`config.mk`:
```
export PLATFORM = sky130hd
export DESIGN_NAME = clock_time_set_controller_core
export DESIGN_NICKNAME = d
export VERILOG_FILES = /design/src/sv/ctsc_pkg.sv /design/src/sv/ctsc_ctrl.sv /design/src/sv/ctsc_disp.sv /design/src/sv/clock_time_set_controller_core.sv
export SDC_FILE = /design/constraint.sdc
export NUM_CORES = 1
export LEC_CHECK = 0
export ABC_AREA = 0
export BUFFER_PORTS_ARGS = -buffer_cell sky130_fd_sc_hd__buf_2
export CAP_MARGIN = 20
export CORE_MARGIN = 5
export CORE_UTILIZATION = 50
export DETAILED_ROUTE_END_ITERATION = 10
export PLACE_DENSITY = 0.7
export SYNTH_ARGS = -nofsm -noshare
export SYNTH_HDL_FRONTEND = slang
export SYNTH_SLANG_ARGS = --single-unit
```
`constraint.sdc`:
```
create_clock -name clk_i -period 14.34 [get_ports clk_i]
set_clock_uncertainty 0.1 [all_clocks]
set_input_delay 0.717 -clock clk_i [delete_from_list [all_inputs] [get_ports clk_i]]
set_output_delay 0.717 -clock clk_i [all_outputs]
set_load 0.005 [all_outputs]
```
`src/sv/ctsc_pkg.sv`:
```
`timescale 1ns / 1ps
`default_nettype none

package ctsc_pkg;

  localparam logic [15:0] DebounceResetMs = 16'd300;
  localparam logic [4:0]  HourMax         = 5'd23;
  localparam logic [5:0]  MinuteMax       = 6'd59;

  typedef enum logic [1:0] {
    MODE_NORMAL  = 2'd0,
    MODE_HOURS   = 2'd1,
    MODE_MINUTES = 2'd2
  } ctsc_mode_e;

  // Control results of one tick, handed from the control unit to the display.
  typedef struct packed {
    ctsc_mode_e mode;
    logic [4:0] edit_hour;
    logic [5:0] edit_minute;
    logic       wr;
    logic [4:0] wh;
    logic [5:0] wm;
  } ctsc_upd_t;

  typedef struct packed {
    logic [2:0] tens;
    logic [3:0] units;
  } ctsc_bcd_t;

  // Tens and units of a 6-bit value, by compare against the multiples of ten.
  function automatic ctsc_bcd_t split_dec(input logic [5:0] v);
    ctsc_bcd_t r;
    r.tens  = 3'd0;
    r.units = v[3:0];
    for (int i = 1; i <= 6; i++) begin
      if (v >= 6'(10 * i)) begin
        r.tens  = 3'(i);
        r.units = 4'(v - 6'(10 * i));
      end
    end
    return r;
  endfunction

  // Segment pattern, bit0 = A .. bit6 = G.
  function automatic logic [6:0] seg_encode(input logic [3:0] d);
    logic [6:0] s;
    case (d)
      4'd0:    s = 7'h3F;
      4'd1:    s = 7'h06;
      4'd2:    s = 7'h5B;
      4'd3:    s = 7'h4F;
      4'd4:    s = 7'h66;
      4'd5:    s = 7'h6D;
      4'd6:    s = 7'h7D;
      4'd7:    s = 7'h07;
      4'd8:    s = 7'h7F;
      4'd9:    s = 7'h6F;
      default: s = 7'h00;
    endcase
    return s;
  endfunction

endpackage

`default_nettype wire

```
`src/sv/ctsc_ctrl.sv`:
```
`timescale 1ns / 1ps
`default_nettype none

module ctsc_ctrl
  import ctsc_pkg::*;
(
  input  wire logic        clk_i,
  input  wire logic        rst_ni,
  input  wire logic        fire_i,
  input  wire logic [31:0] now_ms_i,
  input  wire logic [4:0]  hour_i,
  input  wire logic [5:0]  minute_i,
  input  wire logic        set_i,
  input  wire logic        up_i,
  input  wire logic        down_i,
  input  wire logic [15:0] debounce_i,
  output ctsc_upd_t        upd_o
);

  ctsc_mode_e  mode_q, mode_d;
  logic [31:0] last_q, last_d;
  logic        loaded_q;
  logic [4:0]  edit_hour_q, hour_base, hour_d;
  logic [5:0]  edit_minute_q, minute_base, minute_d;
  logic [31:0] elapsed;
  logic        pass, set_acc, up_acc, down_acc, editing;
  logic        wr;
  logic [4:0]  wh;
  logic [5:0]  wm;

  // Edit values load from the clock on the first tick after reset.
  assign hour_base   = loaded_q ? edit_hour_q : hour_i;
  assign minute_base = loaded_q ? edit_minute_q : minute_i;

  // One shared gate, timed from the last accepted press; set has priority over up,
  // and up over down, so at most one button acts per tick.
  assign elapsed = now_ms_i - last_q;
  assign pass    = elapsed > {16'd0, debounce_i};
  assign set_acc = set_i & pass;

  always_comb begin
    mode_d = mode_q;
    wr     = 1'b0;
    wh     = '0;
    wm     = '0;
    if (set_acc) begin
      unique case (mode_q)
        MODE_NORMAL: mode_d = MODE_HOURS;
        MODE_HOURS: begin
          mode_d = MODE_MINUTES;
          wr     = 1'b1;
          wh     = hour_base;
          wm     = minute_i;
        end
        default: begin
          mode_d = MODE_NORMAL;
          wr     = 1'b1;
          wh     = hour_i;
          wm     = minute_base;
        end
      endcase
    end
  end

  assign editing  = (mode_d == MODE_HOURS) || (mode_d == MODE_MINUTES);
  assign up_acc   = pass & ~set_acc & up_i & editing;
  assign down_acc = pass & ~set_acc & ~up_i & down_i & editing;
  assign last_d   = (set_acc | up_acc | down_acc) ? now_ms_i : last_q;

  always_comb begin
    hour_d   = hour_base;
    minute_d = minute_base;
    if (mode_d == MODE_HOURS) begin
      if (up_acc) begin
        hour_d = (hour_base >= HourMax) ? 5'd0 : hour_base + 5'd1;
      end else if (down_acc) begin
        hour_d = (hour_base == 5'd0) ? HourMax : hour_base - 5'd1;
      end
    end else if (mode_d == MODE_MINUTES) begin
      if (up_acc) begin
        minute_d = (minute_base >= MinuteMax) ? 6'd0 : minute_base + 6'd1;
      end else if (down_acc) begin
        minute_d = (minute_base == 6'd0) ? MinuteMax : minute_base - 6'd1;
      end
    end
  end

  always_ff @(posedge clk_i or negedge rst_ni) begin
    if (!rst_ni) begin
      mode_q   <= MODE_NORMAL;
      last_q   <= '0;
      loaded_q <= 1'b0;
    end else if (fire_i) begin
      mode_q   <= mode_d;
      last_q   <= last_d;
      loaded_q <= 1'b1;
    end
  end

  always_ff @(posedge clk_i) begin
    if (fire_i) begin
      edit_hour_q   <= hour_d;
      edit_minute_q <= minute_d;
    end
  end

  always_comb begin
    upd_o.mode        = mode_d;
    upd_o.edit_hour   = hour_d;
    upd_o.edit_minute = minute_d;
    upd_o.wr          = wr;
    upd_o.wh          = wh;
    upd_o.wm          = wm;
  end

endmodule

`default_nettype wire

```
`src/sv/ctsc_disp.sv`:
```
`timescale 1ns / 1ps
`default_nettype none

module ctsc_disp
  import ctsc_pkg::*;
(
  input  wire logic [4:0] hour_i,
  input  wire logic [5:0] minute_i,
  input  wire logic       sec_odd_i,
  input  ctsc_upd_t       upd_i,
  output logic      [6:0] seg0_o,
  output logic      [6:0] seg1_o,
  output logic      [6:0] seg2_o,
  output logic      [6:0] seg3_o,
  output logic            colon_o
);

  logic [5:0] hour_show, minute_show;
  ctsc_bcd_t  hour_bcd, minute_bcd;
  logic       blink;

  assign hour_show   = (upd_i.mode == MODE_HOURS) ? {1'b0, upd_i.edit_hour} : {1'b0, hour_i};
  assign minute_show = (upd_i.mode == MODE_MINUTES) ? upd_i.edit_minute : minute_i;
  assign hour_bcd    = split_dec(hour_show);
  assign minute_bcd  = split_dec(minute_show);

  // Even second: colon lit, edited field blanked.
  assign blink   = ~sec_odd_i;
  assign colon_o = blink;

  always_comb begin
    seg0_o = seg_encode({1'b0, hour_bcd.tens});
    seg1_o = seg_encode(hour_bcd.units);
    seg2_o = seg_encode({1'b0, minute_bcd.tens});
    seg3_o = seg_encode(minute_bcd.units);
    if (blink && upd_i.mode == MODE_HOURS) begin
      seg0_o = '0;
      seg1_o = '0;
    end
    if (blink && upd_i.mode == MODE_MINUTES) begin
      seg2_o = '0;
      seg3_o = '0;
    end
  end

endmodule

`default_nettype wire

```
`src/sv/clock_time_set_controller_core.sv`:
```
`timescale 1ns / 1ps
`default_nettype none
// Clock time-set controller: button debounce, set-mode sequencing, 4-digit display.
// A tick is held in the input register, then its result in the output register.
// Throughput: one tick per cycle unless the output stalls; state update and display
//   decode sit in one combinational pass between the input and output registers.
// Reset (rst_ni low, async): pipeline empty, mode normal, last press time 0,
//   debounce 300 ms, edit values reloaded from the first tick after reset.

module clock_time_set_controller_core
  import ctsc_pkg::*;
(
  input  wire logic        clk_i,
  input  wire logic        rst_ni,
  // configuration write channel
  input  wire logic        cfg_valid_i,
  output logic             cfg_ready_o,
  input  wire logic [15:0] cfg_data_i,
  // tick input channel
  input  wire logic        in_valid_i,
  output logic             in_stall_o,
  input  wire logic [31:0] now_ms_i,
  input  wire logic [4:0]  clock_hour_i,
  input  wire logic [5:0]  clock_minute_i,
  input  wire logic [5:0]  clock_second_i,
  input  wire logic        set_button_i,
  input  wire logic        up_button_i,
  input  wire logic        down_button_i,
  // result channel
  output logic             out_valid_o,
  input  wire logic        out_stall_i,
  output logic      [6:0]  seg_digit0_o,
  output logic      [6:0]  seg_digit1_o,
  output logic      [6:0]  seg_digit2_o,
  output logic      [6:0]  seg_digit3_o,
  output logic             colon_on_o,
  output logic             clock_write_o,
  output logic      [4:0]  write_hour_o,
  output logic      [5:0]  write_minute_o,
  output logic      [1:0]  mode_now_o
);

  // Debounce register; writes are always accepted.
  logic [15:0] debounce_q;
  assign cfg_ready_o = 1'b1;

  always_ff @(posedge clk_i or negedge rst_ni) begin
    if (!rst_ni) begin
      debounce_q <= DebounceResetMs;
    end else if (cfg_valid_i) begin
      debounce_q <= cfg_data_i;
    end
  end

  // Input register stage.
  logic        s1_valid_q;
  logic [31:0] s1_now_q;
  logic [4:0]  s1_hour_q;
  logic [5:0]  s1_minute_q;
  logic        s1_sec_odd_q;
  logic        s1_set_q, s1_up_q, s1_down_q;

  logic out_valid_q;
  logic out_free;   // output register can take a new result this cycle
  logic fire;       // s1 item is processed and moves to the output register
  logic in_take;

  assign out_free   = ~out_valid_q | ~out_stall_i;
  assign fire       = s1_valid_q & out_free;
  assign in_stall_o = s1_valid_q & ~out_free;
  assign in_take    = in_valid_i & ~in_stall_o;

  always_ff @(posedge clk_i or negedge rst_ni) begin
    if (!rst_ni) begin
      s1_valid_q <= 1'b0;
    end else if (in_take) begin
      s1_valid_q <= 1'b1;
    end else if (fire) begin
      s1_valid_q <= 1'b0;
    end
  end

  // Only the second's parity matters for the display.
  always_ff @(posedge clk_i) begin
    if (in_take) begin
      s1_now_q     <= now_ms_i;
      s1_hour_q    <= clock_hour_i;
      s1_minute_q  <= clock_minute_i;
      s1_sec_odd_q <= clock_second_i[0];
      s1_set_q     <= set_button_i;
      s1_up_q      <= up_button_i;
      s1_down_q    <= down_button_i;
    end
  end

  // Mode / edit state and the debounce gate; state commits on fire.
  ctsc_upd_t upd;

  ctsc_ctrl u_ctrl (
    .clk_i      (clk_i),
    .rst_ni     (rst_ni),
    .fire_i     (fire),
    .now_ms_i   (s1_now_q),
    .hour_i     (s1_hour_q),
    .minute_i   (s1_minute_q),
    .set_i      (s1_set_q),
    .up_i       (s1_up_q),
    .down_i     (s1_down_q),
    .debounce_i (debounce_q),
    .upd_o      (upd)
  );

  // Digit decode and blanking.
  logic [6:0] seg0, seg1, seg2, seg3;
  logic       colon;

  ctsc_disp u_disp (
    .hour_i    (s1_hour_q),
    .minute_i  (s1_minute_q),
    .sec_odd_i (s1_sec_odd_q),
    .upd_i     (upd),
    .seg0_o    (seg0),
    .seg1_o    (seg1),
    .seg2_o    (seg2),
    .seg3_o    (seg3),
    .colon_o   (colon)
  );

  // Output register: holds a result under stall; s1 stalls once it holds a tick.
  always_ff @(posedge clk_i or negedge rst_ni) begin
    if (!rst_ni) begin
      out_valid_q <= 1'b0;
    end else if (out_free) begin
      out_valid_q <= s1_valid_q;
    end
  end

  always_ff @(posedge clk_i) begin
    if (fire) begin
      seg_digit0_o   <= seg0;
      seg_digit1_o   <= seg1;
      seg_digit2_o   <= seg2;
      seg_digit3_o   <= seg3;
      colon_on_o     <= colon;
      clock_write_o  <= upd.wr;
      write_hour_o   <= upd.wh;
      write_minute_o <= upd.wm;
      mode_now_o     <= upd.mode;
    end
  end

  assign out_valid_o = out_valid_q;

endmodule

`default_nettype wire

```
==> reports/summary.txt, run 1 <==
Die Y = 155 microns
Synth top area share = 28.7%
Total gr overflow = 0
Remaining DRCs = 0
Starting density of the core = 50.3%
WP buf/inv = 4
Mapped Nets = 1261
First-pass GRT wire length = 40.2 mm
RSZ-0062 raised after global routing = false
Vias in the first global route = 8077
Mapped Cells = 1103
Largest net degree at the start of global routing = 63
Worst Setup End Kind = register
CP Data Arrival Time = 10930 ps
Fraction of layout cells with a size suffix above 1 = 17.5%
Critical path type = reg2reg
Setup violations, final = 0
DR pass1 iterations = 5
Synth Cell Area = 0.0105 sq mm
Synth area leader = edfxtp_1
Hold Fails Final Rpt = 0
Total Routing Usage GR = 20.4%
Pins over their slew limit = 0
Post-synthesis async set-or-reset flop share = 34.6%
Tcrit/Tclk final = 75.1%
Maximum VDD drop = 103 uV
Yosys warns = 0
CTS buffer count = 17
CTS tree = done
Worst path max stage delay = 700 ps
Critical Path RT = 14510 ps
Clock sinks = 153
WL final = 24.4 mm
Synthesis-stage register bit count = 153
Initial drt markers = 674
IO Pins = 119
Core footprint = 0.0208 sq mm
Total power = 2.11 mW
Critical-path top delay cell = nand2_1
Root Driver = clkbuf_16
Status = completed
Final core utilization = 56.8%
Register-to-register setup slack = 3580 ps
Clock-pin slew on the worst setup and hold paths = 70 ps
Max-cap viol count = 0
Critical path depth = 37
FP Rows = 53
CTS resizes = 0
GP Congestion = 0.928
Synth unique cells = 96
Hold Buf Count CTS = 0
Worst r2r dst = seg_digit3_o[3]
Number of synthesized flops with an enable pin = 100
Fin crit period = 10760 ps
Clock latency on the worst-skew pair = 440 ps
I/O Buffers = 112
Number of setup buffers added after CTS = 0
CP max FO = 15
Maximum clock frequency = 92.9 MHz
Area growth syn-to-layout = 12.8%
Pre-CTS WS = 3210 ps
Die ar. = 0.0240 sq mm
Final ANT Viol Nets = 0
R2R depth = 37
DR WL/cell = 16.6 microns
Seq/Total Area, Yosys = 41.4%
Via count = 8498
Placed Cells = 1442
CP top delay family = simple AND/OR/NAND/NOR gates
Diodes inserted = 0
Normalized max-slew margin = 28.8%
Final worst slack = 3580 ps
Lkg Pwr = 5.03 nW
Syn_area_per_cell = 9.50 sq um
Initial antenna violation count = 0
Drt via density = 5.76
Critical path's most frequent cell = ha_1
HPWL Detailed = 17.3 mm
Final cell count without fillers = 1476
Die Width = 155 microns
PwrDens = 178 mW/mm^2
CTS H-Tree Depth = 4
Commonest register cell after synthesis = edfxtp_1
CTS max path bufs = 2
Fin nets = 1346
CP Launch Type = register
Worst r2r src = s1_now_q[10]
Setup tns final = 0 ps
Worst Hold Class = in2async
Synth top area cells = edfxtp_1 (29%), dfrtp_1 (12%), ha_1 (10%), o21ai_0 (4.2%), nand2_1 (4.1%)
Worst Tran Pin Value = 1070 ps
[sequential cells by signal, indices dropped and copies added, names as in the netlist, 6 cells and up]
name and flops:
debounce_q 16, s1_minute_q 6, s1_now_q 32, seg_digit0_o 6, seg_digit1_o 7, seg_digit2_o 7, seg_digit3_o 7, u_ctrl.edit_minute_q 6
u_ctrl.last_q 32, write_minute_o 6
[where the power goes]
group          switching, mW  internal, mW
sequential            0.0322         0.585
combinational          0.613         0.402
clock                  0.199         0.278
[worst max-delay path by stage]
stage               slack [ps]         start               to
finish                    3580  s1_now_q[10]  seg_digit3_o[3]
global route              2790  s1_now_q[10]  seg_digit3_o[3]
CTS                       3150   s1_now_q[0]  seg_digit3_o[3]
detailed placement        3210   s1_now_q[0]  seg_digit3_o[3]
global placement          3340   s1_now_q[0]  seg_digit3_o[3]
floorplan                 5240   s1_now_q[0]  seg_digit3_o[3]
[cells in the mapped netlist, types with 16 or more instances]
cell type  instances
a21o_1            16
a21oi_1           69
clkbuf_1          28
dfrtp_1           49
edfxtp_1         100
ha_1              84
inv_1             84
mux2i_1           19
nand2_1          115
nand3_1           18
nand4_1           16
nor2_1            86
nor3_1            16
o21ai_0           88
xnor2_1           20
[cell type report]
cell class | instances | area, sq um
Clock buffer | 17 | 425
Clock inverter | 15 | 190
Fill cell | 1879 | 9000
Inverter | 85 | 322
Multi-Input combinational cell | 814 | 5600
Sequential cell | 153 | 4330
Tap cell | 275 | 344
Timing Repair Buffer | 117 | 611
[layout by cell type, fill, tap and decap left out, types with 7 or more instances in the layout]
cell	count
a21o_1	16
a21oi_1	69
a31oi_1	15
nand2b_1	15
nand3_1	18
nor3_1	16
buf_2	112
mux2i_1	19
and2_1	11
and3_1	11
a21oi_2	8
o21ai_0	88
dfrtp_1	49
ha_1	84
edfxtp_1	100
nor2_1	85
mux2_2	9
clkbuf_16	17
inv_1	84
o22ai_1	7
a22oi_1	13
o21a_1	13
xnor2_1	20
or2_2	7
a211oi_1	9
nand4_1	16
xor2_1	7
nand2_1	115
[worst register-to-register path, delay by kind of cell, from the launching register on]
kind / cells / cell delay (ps)
multiplexers: 2 / 630
XOR/XNOR: 2 / 520
flip-flops: 1 / 400
AO/OA/AOI/OAI: 10 / 2920
buffers and inverters: 4 / 730
AND/OR/NAND/NOR: 14 / 3740
adder cells (fa/ha/maj): 5 / 1560
[layer usage]
metal	vias up	track usage (%)	part of all wire, %
li1	4183	-	-
met1	3960	29.1	47
met2	313	31.4	44
met3	42	4.31	6.8
met4	0	6.18	1.8
met5	-	0	0
[cell families after synthesis]
group | count (synthesis) | share of synthesized area (%)
muxes | 32 | 3.27
xor gates and xnor gates | 28 | 2.41
other | 1 | 0.0358
adders and majority gates | 85 | 10.2
DFF | 153 | 41.4
and+or+nand+nor | 343 | 16.0
buffers and inverters | 136 | 5.42
AOI/OAI and AO/OA | 325 | 21.3
[metrics by stage]
stage	instance area (sq um)	hold WS [ps]
finish	11800	322
global route	11800	332
CTS	11800	337
detailed placement	11200	370
global placement	11200	366
floorplan	10500	321
Power figures use the tool's default switching activity.
==> run 2: changes to the inputs <==
Clock period 14.34 ns to 10.51 ns, I/O delays scaled along.
==> reports/summary.txt, run 2 (synthesis gave the netlist of run 1 again) <==
Status = completed
WP buf/inv = 4
Fillers = 1827
Max-cap viol count = 0
Number of setup buffers added after CTS = 0
WL final = 24.7 mm
Remaining DRCs = 0
Critical path's most frequent cell = ha_1
Placed Cells = 1449
Normalized max-slew margin = 36.9%
CP top delay family = simple AND/OR/NAND/NOR gates
Worst path max stage delay = 520 ps
Drt via density = 5.77
Initial antenna violation count = 0
Largest net degree at the start of global routing = 63
Clock-pin slew on the worst setup and hold paths = 70 ps
Critical Path RT = 10670 ps
Final cell count without fillers = 1482
Core footprint = 0.0208 sq mm
Critical-path top delay cell = or4_1
Largest registers = s1_now_q: 32 flops, u_ctrl.last_q: 32 flops, debounce_q: 16 flops
Via count = 8557
Worst Hold Class = in2async
Worst r2r src = s1_now_q[0]
CTS tree = done
Tcrit/Tclk final = 94.0%
Diodes inserted = 0
CP max FO = 13
CTS buffer count = 17
IO Pins = 119
Clock sinks = 153
Worst Tran Pin Value = 944 ps
Final ANT Viol Nets = 0
DR WL/cell = 16.7 microns
Initial drt markers = 751
Multi-input combinational cell area = 0.00560 sq mm
CTS max path bufs = 2
Commonest non-fill, non-tap cells in the layout = nand2_1 (115), buf_2 (112), edfxtp_1 (100)
Area growth syn-to-layout = 13.2%
Hold Fails Final Rpt = 0
Maximum clock frequency = 101 MHz
CP Launch Point = s1_now_q[0]
Register area = 0.00433 sq mm
CP Launch Type = register
Die ar. = 0.0240 sq mm
PwrDens = 243 mW/mm^2
RSZ-0062 raised after global routing = false
Fraction of layout cells with a size suffix above 1 = 17.6%
CTS resizes = 0
Pins over their slew limit = 0
Clock latency on the worst-skew pair = 430 ps
Setup violations, final = 0
Total Routing Usage GR = 20.8%
Lkg Pwr = 5.05 nW
Die Y = 155 microns
Vias in the first global route = 8230
First-pass GRT wire length = 40.7 mm
GP Congestion = 0.905
Hold Buf Count CTS = 0
Die Width = 155 microns
CP Data Arrival Time = 10030 ps
Worst Setup End Kind = register
Root Driver = clkbuf_16
Critical path type = reg2reg
CTS H-Tree Depth = 4
DR pass1 iterations = 5
Fin crit period = 9870 ps
HPWL Detailed = 17.6 mm
Fin nets = 1352
Setup tns final = 0 ps
Hold Slack = 132 ps
Total gr overflow = 0
Starting density of the core = 50.3%
Commonest non-fill, non-tap cell in the layout = nand2_1
Maximum VDD drop = 140 uV
I/O Buffers = 112
FP Rows = 53
==> run 2: cell types whose count changed in the layout (fill, tap and decap cells not counted) <==
cell,change
buf_4,+7
bufinv_16,+1
clkbuf_1,+1
clkbuf_4,-1
clkinv_1,+3
clkinv_4,-1
clkinvlp_4,+2
inv_6,-4
inv_8,-2
==> run 2: through the flow <==
stage | total power, mW | setup WS (ps) | utilization [%] | area (sq um)
after detailed placement | 2.23 | 847 | 53.9 | 11200
after global routing | 3.10 | 31.6 | 57.0 | 11900
final | 2.89 | 636 | 57.0 | 11900
after global placement | 2.20 | 963 | 53.9 | 11200
after CTS | 2.89 | 720 | 56.9 | 11800
after floorplan | 1.91 | 1410 | - | 10500
==> run 2: final timing paths <==
kind	to	slack [ps]	cells past startpoint
max	seg_digit3_o[3]	640	37
min	u_ctrl.last_q[30]	130	2
max reg2reg	seg_digit3_o[3]	640	37
min reg2reg	u_ctrl.last_q[21]	390	2
max in group asynchronous	u_ctrl.last_q[1]	9680	2
min in group clk_i	s1_minute_q[5]	170	1
==> run 2: layout make-up <==
cell class | instances | area share, %
inverters | 85 | 2.71
flip-flops and latches | 153 | 36.5
well taps | 275 | 2.90
repair buffers | 123 | 5.53
clock inverters | 14 | 1.52
clock buffers | 18 | 3.62
multi-input cells | 814 | 47.2
==> run 2: worst reg2reg max path: cells and delay by family (launching register included) <==
| family | cells | cell delay, ps |
|---|---|---|
| compound gates | 11 | 3080 |
| xor+xnor | 1 | 150 |
| fa+ha+maj | 5 | 1630 |
| buf+inv | 4 | 580 |
| flops | 1 | 350 |
| mux | 1 | 390 |
| simple gates | 15 | 3420 |
==> run 2: layer usage <==
metal,vias up,GRT usage (%),wire (microns)
met5,-,0,0
met4,0,6.43,455
met3,39,3.92,1510
met2,300,31.8,10900
met1,4007,29.9,11900
li1,4211,-,-
==> run 2: where the power goes <==
part | leakage (nW) | switching [mW] | internal [mW]
Combinational | 3.16 | 0.838 | 0.558
Clock | 0.284 | 0.253 | 0.394
Sequential | 1.60 | 0.0442 | 0.799
Total | 5.05 | 1.13 | 1.75
==> run 3: changes to the inputs <==
Settings changed: PLACE_DENSITY 0.7 to 0.73.
Clock period 10.51 ns to 8.4 ns, I/O delays scaled along.
==> reports/summary.txt, run 3 (synthesis gave the netlist of run 1 again) <==
Status = completed
Total gr overflow = 0
Die ar. = 0.0240 sq mm
Setup tns final = 0 ps
Clock latency on the worst-skew pair = 440 ps
Root Driver = clkbuf_16
Critical path's most frequent cell = inv_2
Switching Power = 1.61 mW
Worst path max stage delay = 550 ps
Largest net degree at the start of global routing = 60
Initial antenna violation count = 0
Hold Fails Final Rpt = 0
CTS tree = done
CTS buffer count = 17
Starting density of the core = 50.3%
Fin crit period = 8280 ps
WL final = 26.5 mm
Clock-pin slew on the worst setup and hold paths = 70 ps
Setup violations, final = 0
Die Y = 155 microns
DR WL/cell = 16.6 microns
Via count = 8999
Fin nets = 1466
R2R depth = 39
CP top delay family = simple AND/OR/NAND/NOR gates
Net Sw Frac = 38.8%
Commonest non-fill, non-tap cell in the layout = buf_4
HPWL Detailed = 19.2 mm
Final worst slack = 122 ps
Vias in the first global route = 8705
Worst Hold Class = in2async
FP Rows = 53
Worst Setup End Kind = register
Pint = 2.54 mW
Pre-CTS WS = -169 ps
Remaining DRCs = 0
Clock power frac = 20.4%
Die Width = 155 microns
CTS max path bufs = 2
First-pass GRT wire length = 42.5 mm
CTS H-Tree Depth = 4
Critical-path top delay cell = or4_4
Worst Tran Pin Value = 1060 ps
Initial drt markers = 675
GP Congestion = 0.917
IO Pins = 119
Total power = 4.15 mW
Pins over their slew limit = 0
Hold Slack = 19.6 ps
Fraction of layout cells with a size suffix above 1 = 29.2%
Tcrit/Tclk final = 98.6%
Maximum VDD drop = 125 uV
CP max FO = 4
Area growth syn-to-layout = 25.0%
Lkg Pwr = 5.69 nW
Core footprint = 0.0208 sq mm
Final core utilization = 62.9%
Critical path type = reg2reg
Max-cap viol count = 0
Clock sinks = 153
DR pass1 iterations = 5
Combinational power share = 54.2%
Critical Path RT = 8570 ps
Largest registers = s1_now_q: 32 flops, u_ctrl.last_q: 32 flops, debounce_q: 16 flops
WP buf/inv = 6
PwrDens = 317 mW/mm^2
Sequential share of power = 25.4%
CP Launch Type = register
Commonest non-fill, non-tap cells in the layout = buf_4 (118), buf_2 (112), nand2_1 (111)
Critical path depth = 39
Normalized max-slew margin = 28.9%
Maximum clock frequency = 121 MHz
RSZ-0062 raised after global routing = true
I/O Buffers = 112
Drt via density = 5.64
Total Routing Usage GR = 21.8%
CP Data Arrival Time = 8440 ps
Final ANT Viol Nets = 0
Diodes inserted = 0
## run 3: cell count changes in the layout (fill, tap and decap cells not counted), moves of 5 or more
| cell | delta |
|---|---|
| buf_4 | +108 |
| ha_1 | -10 |
| buf_6 | +7 |
| o21ai_0 | -7 |
| ha_2 | +6 |
| a211oi_1 | -5 |
| a211oi_2 | +5 |
## run 3: path summary, 6_finish.rpt
kind	from	to	slack, ps
max in group asynchronous	rst_ni	u_ctrl.mode_q[0]	7690
setup / recovery	s1_now_q[0]	seg_digit3_o[3]	120
min in group clk_i	now_ms_i[3]	s1_now_q[3]	50
setup reg to reg	s1_now_q[0]	seg_digit3_o[3]	120
hold reg to reg	s1_valid_q	out_valid_o	390
hold / removal	rst_ni	u_ctrl.last_q[8]	20
## run 3: worst reg2reg max path: cells and delay by family, from the launching register on
family / cells / cell delay [ps]
buffers and inverters: 6 / 560
DFF: 1 / 350
xor gates and xnor gates: 2 / 400
AOI/OAI and AO/OA: 10 / 2320
and+or+nand+nor: 13 / 2380
adders and majority gates: 6 / 1470
muxes: 2 / 530
## run 3: metrics by stage
step                      area [sq um]  cells
after floorplan                  10500   1103
after global placement           12000   1549
after detailed placement         12000   1549
after CTS                        12800   1589
after global routing             13100   1596
final                            13100   1596
## run 3: final cells by class
class,instances,area (sq um)
multi-input combinational,814,5930
sequential,153,4330
clock inverter,13,188
fill,1718,7720
clock buffer,19,454
inverter,85,322
timing repair buffer,237,1530
tap,275,344
## run 3: metal layers
metal  GRT usage, %  vias to the layer above  share of wire (%)
li1               -                     4443                  -
met2           36.4                      265                 49
met4           8.58                        0                2.6
met3           3.64                       48                4.8
met1           28.5                     4243                 44
met5              0                        -                  0
## run 3: repair_timing
| item | in CTS | in global routing |
|---|---|---|
| setup endpoints to repair | 11 | 21 |
| setup buffers | 8 | 8 |
| pin swaps | 14 | 24 |
| hold buffers | 0 | 0 |
| gates resized for setup | 12 | 62 |
## run 3: power groups by stage
stage               Combinational (mW)  Sequential, mW  Clock [mW]
finish                            2.25            1.05       0.848
global route                      2.48            1.07       0.893
CTS                               2.05            1.05       0.859
detailed placement                1.99            1.07           0
global placement                  1.95            1.06           0
floorplan                         1.34            1.07           0
